[src/rtl/fpf_pkg.sv]
// ----------------------------------------------------------------------------
// fpf_pkg: shared types and constants of the focal-point phase generator
// Field widths, fixed-point formats, register codes, reset values, the
// sequencer state type and the start/status bundles of the iterative units.
// ----------------------------------------------------------------------------
package fpf_pkg;

  // Interface field widths.
  localparam int COORD_W     = 14;
  localparam int CPM_W       = 24;
  localparam int PITCH_W     = 12;
  localparam int CHAN_W      = 6;
  localparam int PHASE_OUT_W = 9;

  // Configuration port.
  localparam int CFG_INDEX_W = 4;
  localparam int CFG_DATA_W  = 24;

  localparam logic [CFG_INDEX_W-1:0] REG_COUNTS_PER_MM = 4'd0;
  localparam logic [CFG_INDEX_W-1:0] REG_ELEMENT_PITCH = 4'd1;
  localparam logic [CFG_INDEX_W-1:0] REG_GRID_X_ORIGIN = 4'd2;
  localparam logic [CFG_INDEX_W-1:0] REG_GRID_Z_ORIGIN = 4'd3;

  localparam logic [CPM_W-1:0]          CPM_RESET   = 24'd3913053;
  localparam logic [PITCH_W-1:0]        PITCH_RESET = 12'd160;
  localparam logic signed [COORD_W-1:0] X_ORG_RESET = 14'sd720;
  localparam logic signed [COORD_W-1:0] Z_ORG_RESET = -14'sd720;

  // Default array geometry.
  localparam int CHANNELS_DEF     = 50;
  localparam int GRID_COLUMNS_DEF = 10;
  localparam int PHASE_STEPS_DEF  = 512;

  // Datapath widths. With at most 64 channels and a 12-bit pitch a grid
  // offset stays below 2^18, so positions and deltas fit 20 bits signed.
  localparam int POS_W      = 20;
  localparam int MAG_W      = 20;
  localparam int SUM_W      = 40;   // dx^2 + dy^2 + dz^2
  localparam int SQ_SHIFT   = 22;   // 11 fraction bits on the root
  localparam int SQ_W       = SUM_W + SQ_SHIFT;
  localparam int ROOT_W     = 31;
  localparam int ROOT_ITERS = ROOT_W;
  localparam int PROD_W     = ROOT_W + CPM_W;
  localparam int N_SHIFT    = 31;   // 16 (Q8.16) + 4 (1/16 mm) + 11 fraction
  localparam int N_W        = PROD_W - N_SHIFT;

  // Sequencer states.
  typedef enum logic [3:0] {
    ST_IDLE,
    ST_DELTA,
    ST_SQ_X,
    ST_SQ_Y,
    ST_SQ_Z,
    ST_SUM,
    ST_ROOT,
    ST_SCALE,
    ST_MOD_GO,
    ST_MOD,
    ST_PUSH
  } state_t;

  // Multiplier operand selection.
  typedef enum logic [1:0] {
    MUL_DX,
    MUL_DY,
    MUL_DZ,
    MUL_SCALE
  } mul_sel_t;

  // Control into and status out of an iterative unit.
  typedef struct packed {
    logic start;
  } unit_ctl_t;

  typedef struct packed {
    logic busy;
    logic done;
  } unit_sts_t;

endpackage

[src/rtl/phased_array_focus_phases.sv]
// ----------------------------------------------------------------------------
// phased_array_focus_phases: focal-point drive phases for a transducer grid
// For each focal point, produces one drive phase per transducer of the grid.
// ----------------------------------------------------------------------------
// One focal point (focus_x, focus_y, focus_z in 1/16 mm) is taken when the
// block is idle; it then delivers CHANNELS results in channel order, the last
// one marked, each phase being (-floor(r * counts_per_mm)) mod PHASE_STEPS for
// the distance r from the transducer to the focus. Results are worked out one
// channel at a time by a single multiplier (three squares and the scale
// product) and a 31-step square root unit; when PHASE_STEPS is not a power
// of two, an iterative phase reduction follows the scale product. A stalled
// output holds the sequencer until the output register is free. in_stall
// stays high from the accepted focal point until its last result is in the
// output register; that last result may still wait there while the next
// point is taken. The user must write registers with cfg_valid only while
// the block is idle; the block itself does not enforce this. cfg_ready is
// always high and writes to unknown indexes are ignored.
// ----------------------------------------------------------------------------
module phased_array_focus_phases
  import fpf_pkg::*;
#(
  parameter int CHANNELS     = CHANNELS_DEF,
  parameter int GRID_COLUMNS = GRID_COLUMNS_DEF,
  parameter int PHASE_STEPS  = PHASE_STEPS_DEF
)
(
  input  logic                          clk,
  input  logic                          rst,
  // Focal point channel
  input  logic                          in_valid,
  output logic                          in_stall,
  input  logic signed [COORD_W-1:0]     focus_x,
  input  logic signed [COORD_W-1:0]     focus_y,
  input  logic signed [COORD_W-1:0]     focus_z,
  // Result channel
  output logic                          out_valid,
  input  logic                          out_stall,
  output logic [CHAN_W-1:0]             channel,
  output logic [PHASE_OUT_W-1:0]        phase,
  output logic                          last,
  // Configuration write channel
  input  logic                          cfg_valid,
  output logic                          cfg_ready,
  input  logic [CFG_INDEX_W-1:0]        cfg_index,
  input  logic [CFG_DATA_W-1:0]         cfg_data
);

  localparam int PH_W = $clog2(PHASE_STEPS);
  localparam logic [CHAN_W-1:0] LAST_CHAN = CHAN_W'(CHANNELS - 1);
  localparam logic [CHAN_W-1:0] LAST_COL  = CHAN_W'(GRID_COLUMNS - 1);

  // Configuration registers
  logic [CPM_W-1:0]          counts_per_mm;
  logic [PITCH_W-1:0]        element_pitch;
  logic signed [COORD_W-1:0] grid_x_origin;
  logic signed [COORD_W-1:0] grid_z_origin;

  // Sequencer and frame counters
  state_t                    state;
  state_t                    state_next;
  logic [CHAN_W-1:0]         chan_cnt;
  logic [CHAN_W-1:0]         col_cnt;

  // Datapath registers
  logic signed [COORD_W-1:0] held_x;
  logic signed [COORD_W-1:0] held_y;
  logic signed [COORD_W-1:0] held_z;
  logic signed [POS_W-1:0]   x_pos;
  logic signed [POS_W-1:0]   z_pos;
  logic [MAG_W-1:0]          dx_mag;
  logic [MAG_W-1:0]          dy_mag;
  logic [MAG_W-1:0]          dz_mag;
  logic [PROD_W-1:0]         prod;
  logic [SUM_W-1:0]          acc;

  // Combinational signals
  logic                      in_xfer;
  logic                      push;
  logic                      out_free;
  logic                      frame_end;
  mul_sel_t                  mul_sel;
  logic [ROOT_W-1:0]         mul_a;
  logic [CPM_W-1:0]          mul_b;
  logic [PROD_W-1:0]         mul_p;
  logic signed [POS_W-1:0]   dx;
  logic signed [POS_W-1:0]   dz;
  logic signed [POS_W-1:0]   pitch_ext;
  logic [SUM_W-1:0]          sum_sq;
  unit_ctl_t                 root_ctl;
  unit_sts_t                 root_sts;
  logic [ROOT_W-1:0]         root;
  unit_ctl_t                 mod_ctl;
  unit_sts_t                 mod_sts;
  logic [PH_W-1:0]           mod_phase;

  assign cfg_ready = 1'b1;
  assign in_xfer   = in_valid && !in_stall;
  assign out_free  = !out_valid || !out_stall;
  assign frame_end = chan_cnt == LAST_CHAN;
  assign pitch_ext = $signed(POS_W'(element_pitch));

  // Configuration register writes.
  always_ff @(posedge clk) begin
    if (rst) begin
      counts_per_mm <= CPM_RESET;
      element_pitch <= PITCH_RESET;
      grid_x_origin <= X_ORG_RESET;
      grid_z_origin <= Z_ORG_RESET;
    end else if (cfg_valid && cfg_ready) begin
      unique case (cfg_index)
        REG_COUNTS_PER_MM: counts_per_mm <= cfg_data[CPM_W-1:0];
        REG_ELEMENT_PITCH: element_pitch <= cfg_data[PITCH_W-1:0];
        REG_GRID_X_ORIGIN: grid_x_origin <= $signed(cfg_data[COORD_W-1:0]);
        REG_GRID_Z_ORIGIN: grid_z_origin <= $signed(cfg_data[COORD_W-1:0]);
        default: ;
      endcase
    end
  end

  // Sequencer state register.
  always_ff @(posedge clk) begin
    if (rst) begin
      state <= ST_IDLE;
    end else begin
      state <= state_next;
    end
  end

  // Next state.
  always_comb begin
    state_next = state;
    unique case (state)
      ST_IDLE:   if (in_valid) state_next = ST_DELTA;
      ST_DELTA:  state_next = ST_SQ_X;
      ST_SQ_X:   state_next = ST_SQ_Y;
      ST_SQ_Y:   state_next = ST_SQ_Z;
      ST_SQ_Z:   state_next = ST_SUM;
      ST_SUM:    state_next = ST_ROOT;
      ST_ROOT:   if (root_sts.done) state_next = ST_SCALE;
      ST_SCALE:  state_next = ST_MOD_GO;
      ST_MOD_GO: state_next = ST_MOD;
      ST_MOD:    if (mod_sts.done) state_next = ST_PUSH;
      ST_PUSH: begin
        if (out_free) begin
          state_next = frame_end ? ST_IDLE : ST_DELTA;
        end
      end
      default:   state_next = ST_IDLE;
    endcase
  end

  // Sequencer outputs.
  always_comb begin
    in_stall       = 1'b1;
    root_ctl.start = 1'b0;
    mod_ctl.start  = 1'b0;
    push           = 1'b0;
    mul_sel        = MUL_SCALE;
    unique case (state)
      ST_IDLE:   in_stall = 1'b0;
      ST_SQ_X:   mul_sel = MUL_DX;
      ST_SQ_Y:   mul_sel = MUL_DY;
      ST_SQ_Z:   mul_sel = MUL_DZ;
      ST_SUM:    root_ctl.start = 1'b1;
      ST_MOD_GO: mod_ctl.start = 1'b1;
      ST_PUSH:   push = out_free;
      default: ;
    endcase
  end

  // Shared multiplier operand selection.
  always_comb begin
    case (mul_sel)
      MUL_DX: begin
        mul_a = ROOT_W'(dx_mag);
        mul_b = CPM_W'(dx_mag);
      end
      MUL_DY: begin
        mul_a = ROOT_W'(dy_mag);
        mul_b = CPM_W'(dy_mag);
      end
      MUL_DZ: begin
        mul_a = ROOT_W'(dz_mag);
        mul_b = CPM_W'(dz_mag);
      end
      default: begin
        mul_a = root;
        mul_b = counts_per_mm;
      end
    endcase
  end

  assign mul_p  = mul_a * mul_b;
  assign sum_sq = acc + prod[SUM_W-1:0];
  assign dx     = POS_W'(held_x) - x_pos;
  assign dz     = POS_W'(held_z) - z_pos;

  // Focal point capture and the running transducer position.
  always_ff @(posedge clk) begin
    if (in_xfer) begin
      held_x <= focus_x;
      held_y <= focus_y;
      held_z <= focus_z;
      x_pos  <= POS_W'(grid_x_origin);
      z_pos  <= POS_W'(grid_z_origin);
    end else if (push && !frame_end) begin
      if (col_cnt == LAST_COL) begin
        x_pos <= x_pos - pitch_ext;
        z_pos <= POS_W'(grid_z_origin);
      end else begin
        z_pos <= z_pos + pitch_ext;
      end
    end
  end

  // Channel and column counters.
  always_ff @(posedge clk) begin
    if (rst) begin
      chan_cnt <= '0;
      col_cnt  <= '0;
    end else if (in_xfer) begin
      chan_cnt <= '0;
      col_cnt  <= '0;
    end else if (push) begin
      if (frame_end) begin
        chan_cnt <= '0;
        col_cnt  <= '0;
      end else begin
        chan_cnt <= chan_cnt + 1'b1;
        col_cnt  <= (col_cnt == LAST_COL) ? '0 : col_cnt + 1'b1;
      end
    end
  end

  // Delta magnitudes; the sign drops out of the squares.
  always_ff @(posedge clk) begin
    if (state == ST_DELTA) begin
      dx_mag <= dx[POS_W-1] ? MAG_W'(-dx) : MAG_W'(dx);
      dz_mag <= dz[POS_W-1] ? MAG_W'(-dz) : MAG_W'(dz);
      dy_mag <= held_y[COORD_W-1] ? MAG_W'(-POS_W'(held_y)) : MAG_W'(held_y);
    end
  end

  // Product register and square accumulation.
  always_ff @(posedge clk) begin
    prod <= mul_p;
    if (state == ST_SQ_Y) begin
      acc <= prod[SUM_W-1:0];
    end else if (state == ST_SQ_Z) begin
      acc <= sum_sq;
    end
  end

  fpf_isqrt u_isqrt (
    .clk     (clk),
    .rst     (rst),
    .ctl     (root_ctl),
    .operand (sum_sq),
    .sts     (root_sts),
    .root    (root)
  );

  fpf_phase_mod #(
    .PHASE_STEPS (PHASE_STEPS)
  ) u_phase_mod (
    .clk   (clk),
    .rst   (rst),
    .ctl   (mod_ctl),
    .n     (prod[PROD_W-1:N_SHIFT]),
    .sts   (mod_sts),
    .phase (mod_phase)
  );

  // Output register; a transfer frees it for the next channel.
  always_ff @(posedge clk) begin
    if (rst) begin
      out_valid <= 1'b0;
    end else if (push) begin
      out_valid <= 1'b1;
    end else if (!out_stall) begin
      out_valid <= 1'b0;
    end
  end

  always_ff @(posedge clk) begin
    if (push) begin
      channel <= chan_cnt;
      phase   <= PHASE_OUT_W'(mod_phase);
      last    <= frame_end;
    end
  end

  // A new focal point always starts the frame at channel zero.
  ap_frame_start: assert property (@(posedge clk) disable iff (rst)
    in_xfer |=> (chan_cnt == '0 && col_cnt == '0))
    else $error("frame did not start at channel zero");

  // The column counter never runs past the grid width.
  ap_col_range: assert property (@(posedge clk) disable iff (rst)
    col_cnt <= LAST_COL)
    else $error("column counter out of range");

  // A result is only loaded while the square root and phase units are idle.
  ap_push_idle_units: assert property (@(posedge clk) disable iff (rst)
    push |-> (!root_sts.busy && !mod_sts.busy))
    else $error("result loaded while a unit is still working");

endmodule

[src/rtl/fpf_isqrt.sv]
// ----------------------------------------------------------------------------
// fpf_isqrt: iterative integer square root
// Takes the squared distance, scales it by 2^22 and produces the truncated
// root with one result bit per cycle, using a shared compare and subtract.
// ----------------------------------------------------------------------------
module fpf_isqrt
  import fpf_pkg::*;
(
  input  logic              clk,
  input  logic              rst,
  input  unit_ctl_t         ctl,
  input  logic [SUM_W-1:0]  operand,
  output unit_sts_t         sts,
  output logic [ROOT_W-1:0] root
);

  localparam int CNT_W = $clog2(ROOT_ITERS);
  localparam logic [CNT_W-1:0] LAST_ITER = CNT_W'(ROOT_ITERS - 1);

  logic [SQ_W-1:0]  rem;
  logic [SQ_W-1:0]  res;
  logic [SQ_W-1:0]  bitm;
  logic [CNT_W-1:0] iter;
  logic             busy;
  logic             done;
  logic [SQ_W:0]    trial;
  logic             take;

  // One trial subtraction of (res + bit) per cycle.
  assign trial = {1'b0, res} + {1'b0, bitm};
  assign take  = {1'b0, rem} >= trial;

  // Control: busy for a fixed number of iterations, then a done pulse.
  always_ff @(posedge clk) begin
    if (rst) begin
      busy <= 1'b0;
      done <= 1'b0;
      iter <= '0;
    end else begin
      done <= 1'b0;
      if (ctl.start) begin
        busy <= 1'b1;
        iter <= '0;
      end else if (busy) begin
        iter <= iter + 1'b1;
        if (iter == LAST_ITER) begin
          busy <= 1'b0;
          done <= 1'b1;
        end
      end
    end
  end

  // Remainder, partial root and bit position.
  always_ff @(posedge clk) begin
    if (ctl.start) begin
      rem  <= {operand, {SQ_SHIFT{1'b0}}};
      res  <= '0;
      bitm <= SQ_W'(1) << (2 * (ROOT_ITERS - 1));
    end else if (busy) begin
      if (take) begin
        rem <= rem - trial[SQ_W-1:0];
        res <= (res >> 1) + bitm;
      end else begin
        res <= res >> 1;
      end
      bitm <= bitm >> 2;
    end
  end

  assign sts.busy = busy;
  assign sts.done = done;
  assign root     = res[ROOT_W-1:0];

  // A new root is never requested while one is in progress.
  ap_no_restart: assert property (@(posedge clk) disable iff (rst)
    ctl.start |-> !busy)
    else $error("square root restarted while busy");

  // The done pulse follows the final iteration.
  ap_done_after_last: assert property (@(posedge clk) disable iff (rst)
    (busy && iter == LAST_ITER && !ctl.start) |=> (done && !busy))
    else $error("square root did not finish after its last iteration");

endmodule

[src/rtl/fpf_phase_mod.sv]
// ----------------------------------------------------------------------------
// fpf_phase_mod: phase count reduction
// Turns the path count n into (-n) mod PHASE_STEPS. A power-of-two step
// count is a mask; any other count is reduced by shifted compare and
// subtract, one bit of n per cycle.
// ----------------------------------------------------------------------------
module fpf_phase_mod
  import fpf_pkg::*;
#(
  parameter int PHASE_STEPS = PHASE_STEPS_DEF
)
(
  input  logic                           clk,
  input  logic                           rst,
  input  unit_ctl_t                      ctl,
  input  logic [N_W-1:0]                 n,
  output unit_sts_t                      sts,
  output logic [$clog2(PHASE_STEPS)-1:0] phase
);

  localparam int  PH_W    = $clog2(PHASE_STEPS);
  localparam bit  IS_POW2 = (PHASE_STEPS & (PHASE_STEPS - 1)) == 0;

  logic            busy;
  logic            done;
  logic [PH_W-1:0] phase_q;

  generate
    if (IS_POW2) begin : g_mask
      logic [N_W-1:0] neg_n;

      // Negation modulo a power of two keeps the low bits.
      assign neg_n = N_W'(0) - n;

      always_ff @(posedge clk) begin
        if (rst) begin
          done <= 1'b0;
        end else begin
          done <= ctl.start;
        end
      end

      always_ff @(posedge clk) begin
        if (ctl.start) begin
          phase_q <= neg_n[PH_W-1:0];
        end
      end

      assign busy = 1'b0;
    end else begin : g_reduce
      localparam int CMP_W = N_W + PH_W;
      localparam int K_W   = $clog2(N_W);

      logic [N_W-1:0]   rem;
      logic [K_W-1:0]   k;
      logic             run;
      logic             fin;
      logic [CMP_W-1:0] p_shift;

      assign p_shift = CMP_W'(PHASE_STEPS) << k;

      // Control: one shift position per cycle; fin then forms the phase and raises done.
      always_ff @(posedge clk) begin
        if (rst) begin
          run  <= 1'b0;
          fin  <= 1'b0;
          done <= 1'b0;
          k    <= '0;
        end else begin
          fin  <= 1'b0;
          done <= fin;
          if (ctl.start) begin
            run <= 1'b1;
            k   <= K_W'(N_W - 1);
          end else if (run) begin
            k <= k - 1'b1;
            if (k == '0) begin
              run <= 1'b0;
              fin <= 1'b1;
            end
          end
        end
      end

      // Restoring reduction of n by PHASE_STEPS.
      always_ff @(posedge clk) begin
        if (ctl.start) begin
          rem <= n;
        end else if (run && (CMP_W'(rem) >= p_shift)) begin
          rem <= rem - p_shift[N_W-1:0];
        end
      end

      // Negate the remainder modulo PHASE_STEPS.
      always_ff @(posedge clk) begin
        if (fin) begin
          if (rem == '0) begin
            phase_q <= '0;
          end else begin
            phase_q <= PH_W'(PHASE_STEPS) - rem[PH_W-1:0];
          end
        end
      end

      assign busy = run | fin;
    end
  endgenerate

  assign sts.busy = busy;
  assign sts.done = done;
  assign phase    = phase_q;

  // A finished phase always lies inside the step range.
  ap_phase_range: assert property (@(posedge clk) disable iff (rst)
    done |-> ({1'b0, phase_q} < (PH_W + 1)'(PHASE_STEPS)))
    else $error("phase outside the step range");

endmodule
[config.mk]
export PLATFORM = sky130hd
export DESIGN_NAME = phased_array_focus_phases
export DESIGN_NICKNAME = d
export VERILOG_FILES = /design/src/rtl/fpf_pkg.sv /design/src/rtl/phased_array_focus_phases.sv /design/src/rtl/fpf_isqrt.sv /design/src/rtl/fpf_phase_mod.sv
export SDC_FILE = /design/constraint.sdc
export NUM_CORES = 2
export LEC_CHECK = 0
export ABC_AREA = 1
export BUFFER_PORTS_ARGS = -buffer_cell sky130_fd_sc_hd__buf_2
export CORE_MARGIN = 5
export CORE_UTILIZATION = 66
export CTS_CLUSTER_DIAMETER = 30
export CTS_CLUSTER_SIZE = 30
export DETAILED_ROUTE_END_ITERATION = 12
export GPL_TIMING_DRIVEN = 0
export PLACE_DENSITY = 0.83
export RECOVER_POWER = 100
export SYNTH_ARGS = -nofsm -noshare
export SYNTH_HDL_FRONTEND = slang
export SYNTH_SLANG_ARGS = --single-unit
[constraint.sdc]
create_clock -name clk -period 9.2 [get_ports clk]
set_input_delay 0.92 -clock clk [delete_from_list [all_inputs] [get_ports clk]]
set_output_delay 0.92 -clock clk [all_outputs]
set_load 0.01 [all_outputs]
**After elaboration in Yosys (flattened, before gate mapping)**

Index checks and enable logic that the tools add are counted.

- Bitwise logic cells: 1
- Eq/ne operators: 23
- $mul: 1
- Mux-type cells: 37
- Order comparisons: 1
- Reductions and logical operators: 25
- Add/sub/neg operators: 15

Operators with widths:

| operator | count |
|---|---|
| two-way mux 62 bit | 4 |
| two-way mux 20 bit | 6 |
| one-hot mux 31 bit (3 select lines) | 1 |
| two-way mux 40 bit | 2 |
| one-hot mux 24 bit (3 select lines) | 1 |
| adder 62 x 61 -> 63 bit | 1 |
| greater-or-equal comparator 62 x 63 -> 1 bit | 1 |
| adder 61 x 61 -> 62 bit | 1 |
| subtractor 62 bit | 1 |
| one-hot mux 4 bit (11 select lines) | 1 |
| adder 40 bit | 1 |
| multiplier 31 x 24 -> 40 bit | 1 |
| negator 20 bit | 2 |
| subtractor 14 x 20 -> 20 bit | 2 |
| two-way mux 19 bit | 2 |
| adder 20 x 13 -> 20 bit | 1 |
| negator 14 -> 20 bit | 1 |
| subtractor 20 x 13 -> 20 bit | 1 |
| two-way mux 6 bit | 3 |
| == test 4 x 2 -> 1 bit (second input constant) | 4 |
| == test 4 x 3 -> 1 bit (second input constant) | 4 |
| two-way mux 4 bit | 4 |
| AND reduction 2 bit | 7 |
| two-way mux 13 bit | 1 |
| 24 further kinds | 50 |

- Bits in registers: 491
- Logic and storage cells: 136
- Output and inout bits: 19
- Input port bits: 75

**Depth between registers and ports, before layout**

- Depth in word-level cells: 6
- Depth in mapped cells: 40

**Hierarchy**

Synthesis repeated with hierarchy kept, for this count alone.

- Cell total of the unflattened synthesis: 9025
- Area, all modules: 63891.3 µm²

Modules (own cells, without submodules):

| module | area an instance (µm²) | cells each | times used | seq. area each (µm²) |
|---|---|---|---|---|
| phased_array_focus_phases | 44939.4 | 5830 | 1 | 8668.3 |
| fpf_isqrt | 18450.2 | 3143 | 1 | 3643.5 |
| fpf_phase_mod | 501.7 | 52 | 1 | 290.3 |

**Worst setup path after synthesis**

Ideal clock, no wire load.

- Path type: reg2reg
- Start point: register state[2]
- End point: register prod[38]
- Setup time: 72 ps
- Slack: 1047 ps
- Path buffers: 4
- Clock period less this slack: 8153 ps
- Data arrival time: 8081 ps
- Cell stages (with the launch flop): 38
- Path through: dfxtp_1 inv_2 nor2_2 nand2_2 nand2_1 nor2_2 buf_2 buf_4 buf_2 a21oi_2 buf_2 nand2_1 fa_1 inv_1 fa_1 inv_1 fa_1 inv_1 [2 not listed] fa_1 inv_1 fa_1 inv_1 fa_1 inv_1 ha_1 nand2_1 nor2_1 inv_1 nor3_1 a21oi_1 o21ai_0 nand4_1 nand2_1 nand2_1 nand2_1 xor2_1

- Cells in the longest elaborated chain, start to end: 5

RTL lines:

| what | line | RTL |
|---|---|---|
| from (decl) | phased_array_focus_phases.sv:59 | `state_t state;` |
| from (signal assigned) | phased_array_focus_phases.sv:125 | `state <= state_next;` |
| == test 4 x 3 -> 1 bit or == test 4 x 2 -> 1 bit (tied branches) | phased_array_focus_phases.sv:159 | `unique case (state)` |
| one-hot mux 2 bit (3 select lines) (*) | phased_array_focus_phases.sv:159 |  |
| == test 2 bit, or another cell as far along | phased_array_focus_phases.sv:173 | `case (mul_sel)` |
| one-hot mux 31 bit (3 select lines) or one-hot mux 24 bit (3 select lines) (tied branches) | phased_array_focus_phases.sv:173 |  |
| multiplier 31 x 24 -> 40 bit (*) | phased_array_focus_phases.sv:193 | `assign mul_p = mul_a * mul_b;` |
| named net mul_p[38] | phased_array_focus_phases.sv:84 | `logic [PROD_W-1:0] mul_p;` |
| to (signal assigned) | phased_array_focus_phases.sv:246 | `prod <= mul_p;` |
| to (decl) | phased_array_focus_phases.sv:73 | `logic [PROD_W-1:0] prod;` |

The timed path passes the listed nets; every way through them passes the cells marked *.
A chain may end at the register's enable or synchronous reset.

**Worst setup path in the final report**

Ends and elaborated chain as after synthesis.

==> impl_results.md <==
* Outcome: finished, violations left
* Violated checks: max-capacitance violations, max-slew violations
* Vias in the first global route at 57170
* P&R area growth vs syn at 10.49%
* Final #Nets at 9100
* Dominant synthesized flop cell: edfxtp_1
* Hold Worst Slack at 402.7 ps
* Row cnt at 107
* CTS max path bufs at 3
* CTS Sinks at 491
* Max cap viols at 2
* Cells after synthesis at 7905
* Initial antenna violation count at 5
* Worst path most repeated cell: fa_1
* Max H-tree Level at 3
* Inserted Clock Buffers at 102
* Total global-route track usage at 46.39%
* GRT overflow at 0
* Hold WC Path Type: primary input to register
* Vias per cell at 6.171
* Count of cell types in the netlist at 63
* Root buf cell: clkbuf_16
* Iteration-0 DRC count of the detailed router at 7243
* Synthesized area per cell at 7.189 sq um
* Skew-Pair Late Insertion Delay at 690 ps
* Critical path fanouts, max at 25
* Fmax at 109.6 MHz
* Register area share after synthesis at 21.65%
* Synth Cell Area at 56830 sq um
* Final setup violating endpoints at 0
* Final Skew at 27.08 ps
* Drt pass-1 iters at 9
* #FFs+latches synth at 491
* Worst Setup Start Kind: register
* Critical Path AT at 9700 ps
* CP Capture Type: register
* Drc violations at 0
* Routed wire per std cell at 23.10 um
* Largest cells by area after synthesis: fa_1 19%, nand2_1 13%, edfxtp_1 13%
* Max-slew headroom at -48.70%
* Kind of critical path: register to register
* Initial Util at 66.64%
* Total detailed-routing wirelength at 216600 um
* Worst EP required at 9780 ps
* Layout cells sized above 1 at 6.383%
* CTS tree: yes
* Die ar. at 92080 sq um
* Final Max Tran Viols at 83
* Largest net degree at the start of global routing at 44
* # hold bufs at CTS at 0
* Async S/R FF share, synth at 0%
* RD Place Congestion at 1.112
* Post-synth EDFFs at 247
* Register area at 12300 sq um
* Total number of vias at 57870
* Multi-input combinational cell area at 38410 sq um
* Core area at 85280 sq um
* Synth Warn # at 0
* Slowest CP cell: fa_1
* Die width at 303.4 um
* Top cell type by total area after synthesis: fa_1
* Number of I/O pins at 94
* Port buffer count at 92
* ANT nets after route at 0
* Final HPWL DP at 171900 um
* Final min period at 9127 ps
* Synth top area share at 19.02%
* Crit-path max cell delay at 620 ps
* Reg clk slew, reported paths at 60 ps
* Fillers at 6580
* Final Cycle Share at 99.21%
* Final Hold Vio Count at 0
* Global-route wire length before repair at 325100 um
* Die Y at 303.4 um
* Tightest Pin Transition at 2231 ps
==> through the flow <==
| stage | area, sq um | TNS [ps] | util [%] | setup slack, ps | std cells |
|---|---|---|---|---|---|
| after floorplan | 56850 | 0 | - | 1047 | 7910 |
| after global placement | 58740 | -24360 | 68.88 | -1587 | 9146 |
| after detailed placement | 58890 | -7688 | 69.05 | -837.2 | 9157 |
| after CTS | 62620 | 0 | 73.43 | 1.478 | 9350 |
| after global routing | 62770 | -106.8 | 73.60 | -37.95 | 9369 |
| final | 62790 | 0 | 73.63 | 73.00 | 9378 |
==> Yosys cell counts (93+ instances only) <==
| library cell | number |
|---|---|
| edfxtp_1 | 247 |
| clkbuf_1 | 110 |
| nand4_1 | 93 |
| ha_1 | 350 |
| nand3_1 | 418 |
| inv_1 | 1413 |
| nor2_1 | 796 |
| xor2_1 | 165 |
| o21ai_0 | 365 |
| fa_1 | 540 |
| dfxtp_1 | 244 |
| nand2_1 | 1993 |
| xnor2_1 | 100 |
| a21oi_1 | 492 |
==> sequential cells by signal (all words and copies together) (netlist names), 24 cells and up <==
name           cells
acc               40
u_isqrt.rem       62
prod              40
u_isqrt.res       62
counts_per_mm     24
u_isqrt.bitm      31
==> area by class of cell <==
cell class	instances	share of cell area, %
antenna	9	0.03587
buffer	203	1.564
clock buffer	128	4.537
clock inverter	66	1.104
inverter	1435	8.606
multi-input combinational	5778	61.17
sequential	491	19.59
tap	1144	2.280
timing repair buffer	124	1.116
==> cell families after synthesis <==
kind of cell	count (synthesis)	synth area share, %
simple gates	3536	25.86
xor+xnor	266	4.132
mux	5	0.08807
buf+inv	1641	11.11
flops	491	21.65
fa+ha+maj	890	26.73
compound gates	1074	10.42
other cells	2	0.01321
==> routing by layer <==
layer	up-vias	share of wire (%)	GRT usage [%]
li1	25420	-	-
met1	26810	34	54.65
met2	4343	43	71.18
met3	1293	13	13.85
met4	2	10	36.14
met5	-	0.0060	0
==> timing repair <==
action,CTS,global route
pin swaps,1,9
setup endpoints to repair,20,16
gates resized for setup,49,102
buffers inserted,1,20
==> cell usage in the layout, fill, tap and decap left out, drive strengths merged, types with 47 or more instances in the layout <==
master  synthesis  final
nand3b         47     47
nand3         440    440
nor3           64     64
xor2          165    165
nand2        2020   2020
xnor2         101    101
inv          1423   1451
a21oi         525    525
nor2          810    810
o21ai         384    384
ha            350    350
clkbuf        111    296
nand4          93     93
fa            540    540
buf            95    159
edfxtp        247    247
dfxtp         244    244
==> path summary, 6_finish.rpt <==
kind                                  startpoint                   end  slack [ps]  depth (start not counted)
setup / recovery           state[2]$_SDFFE_PP0P_      prod[38]$_DFF_P_          70                         29
hold / removal                       focus_z[12]  held_z[12]$_DFFE_PP_         400                          1
setup reg to reg           state[2]$_SDFFE_PP0P_      prod[38]$_DFF_P_          70                         29
hold reg to reg   u_phase_mod.phase[2]$_DFFE_PP_    phase[2]$_DFFE_PP_         420                          0
==> critical path: cells and delay by family, from the launching register on <==
kind	cells	cell delay, ps
xor gates and xnor gates	1	280
DFF	1	440
AOI/OAI and AO/OA	1	550
buffers and inverters	8	1410
and+or+nand+nor	11	1980
adders and majority gates	8	4290
Power is left out: the tool's default activity adds up to more than one toggle a clock period on the data nets, which glitch-free logic cannot reach.
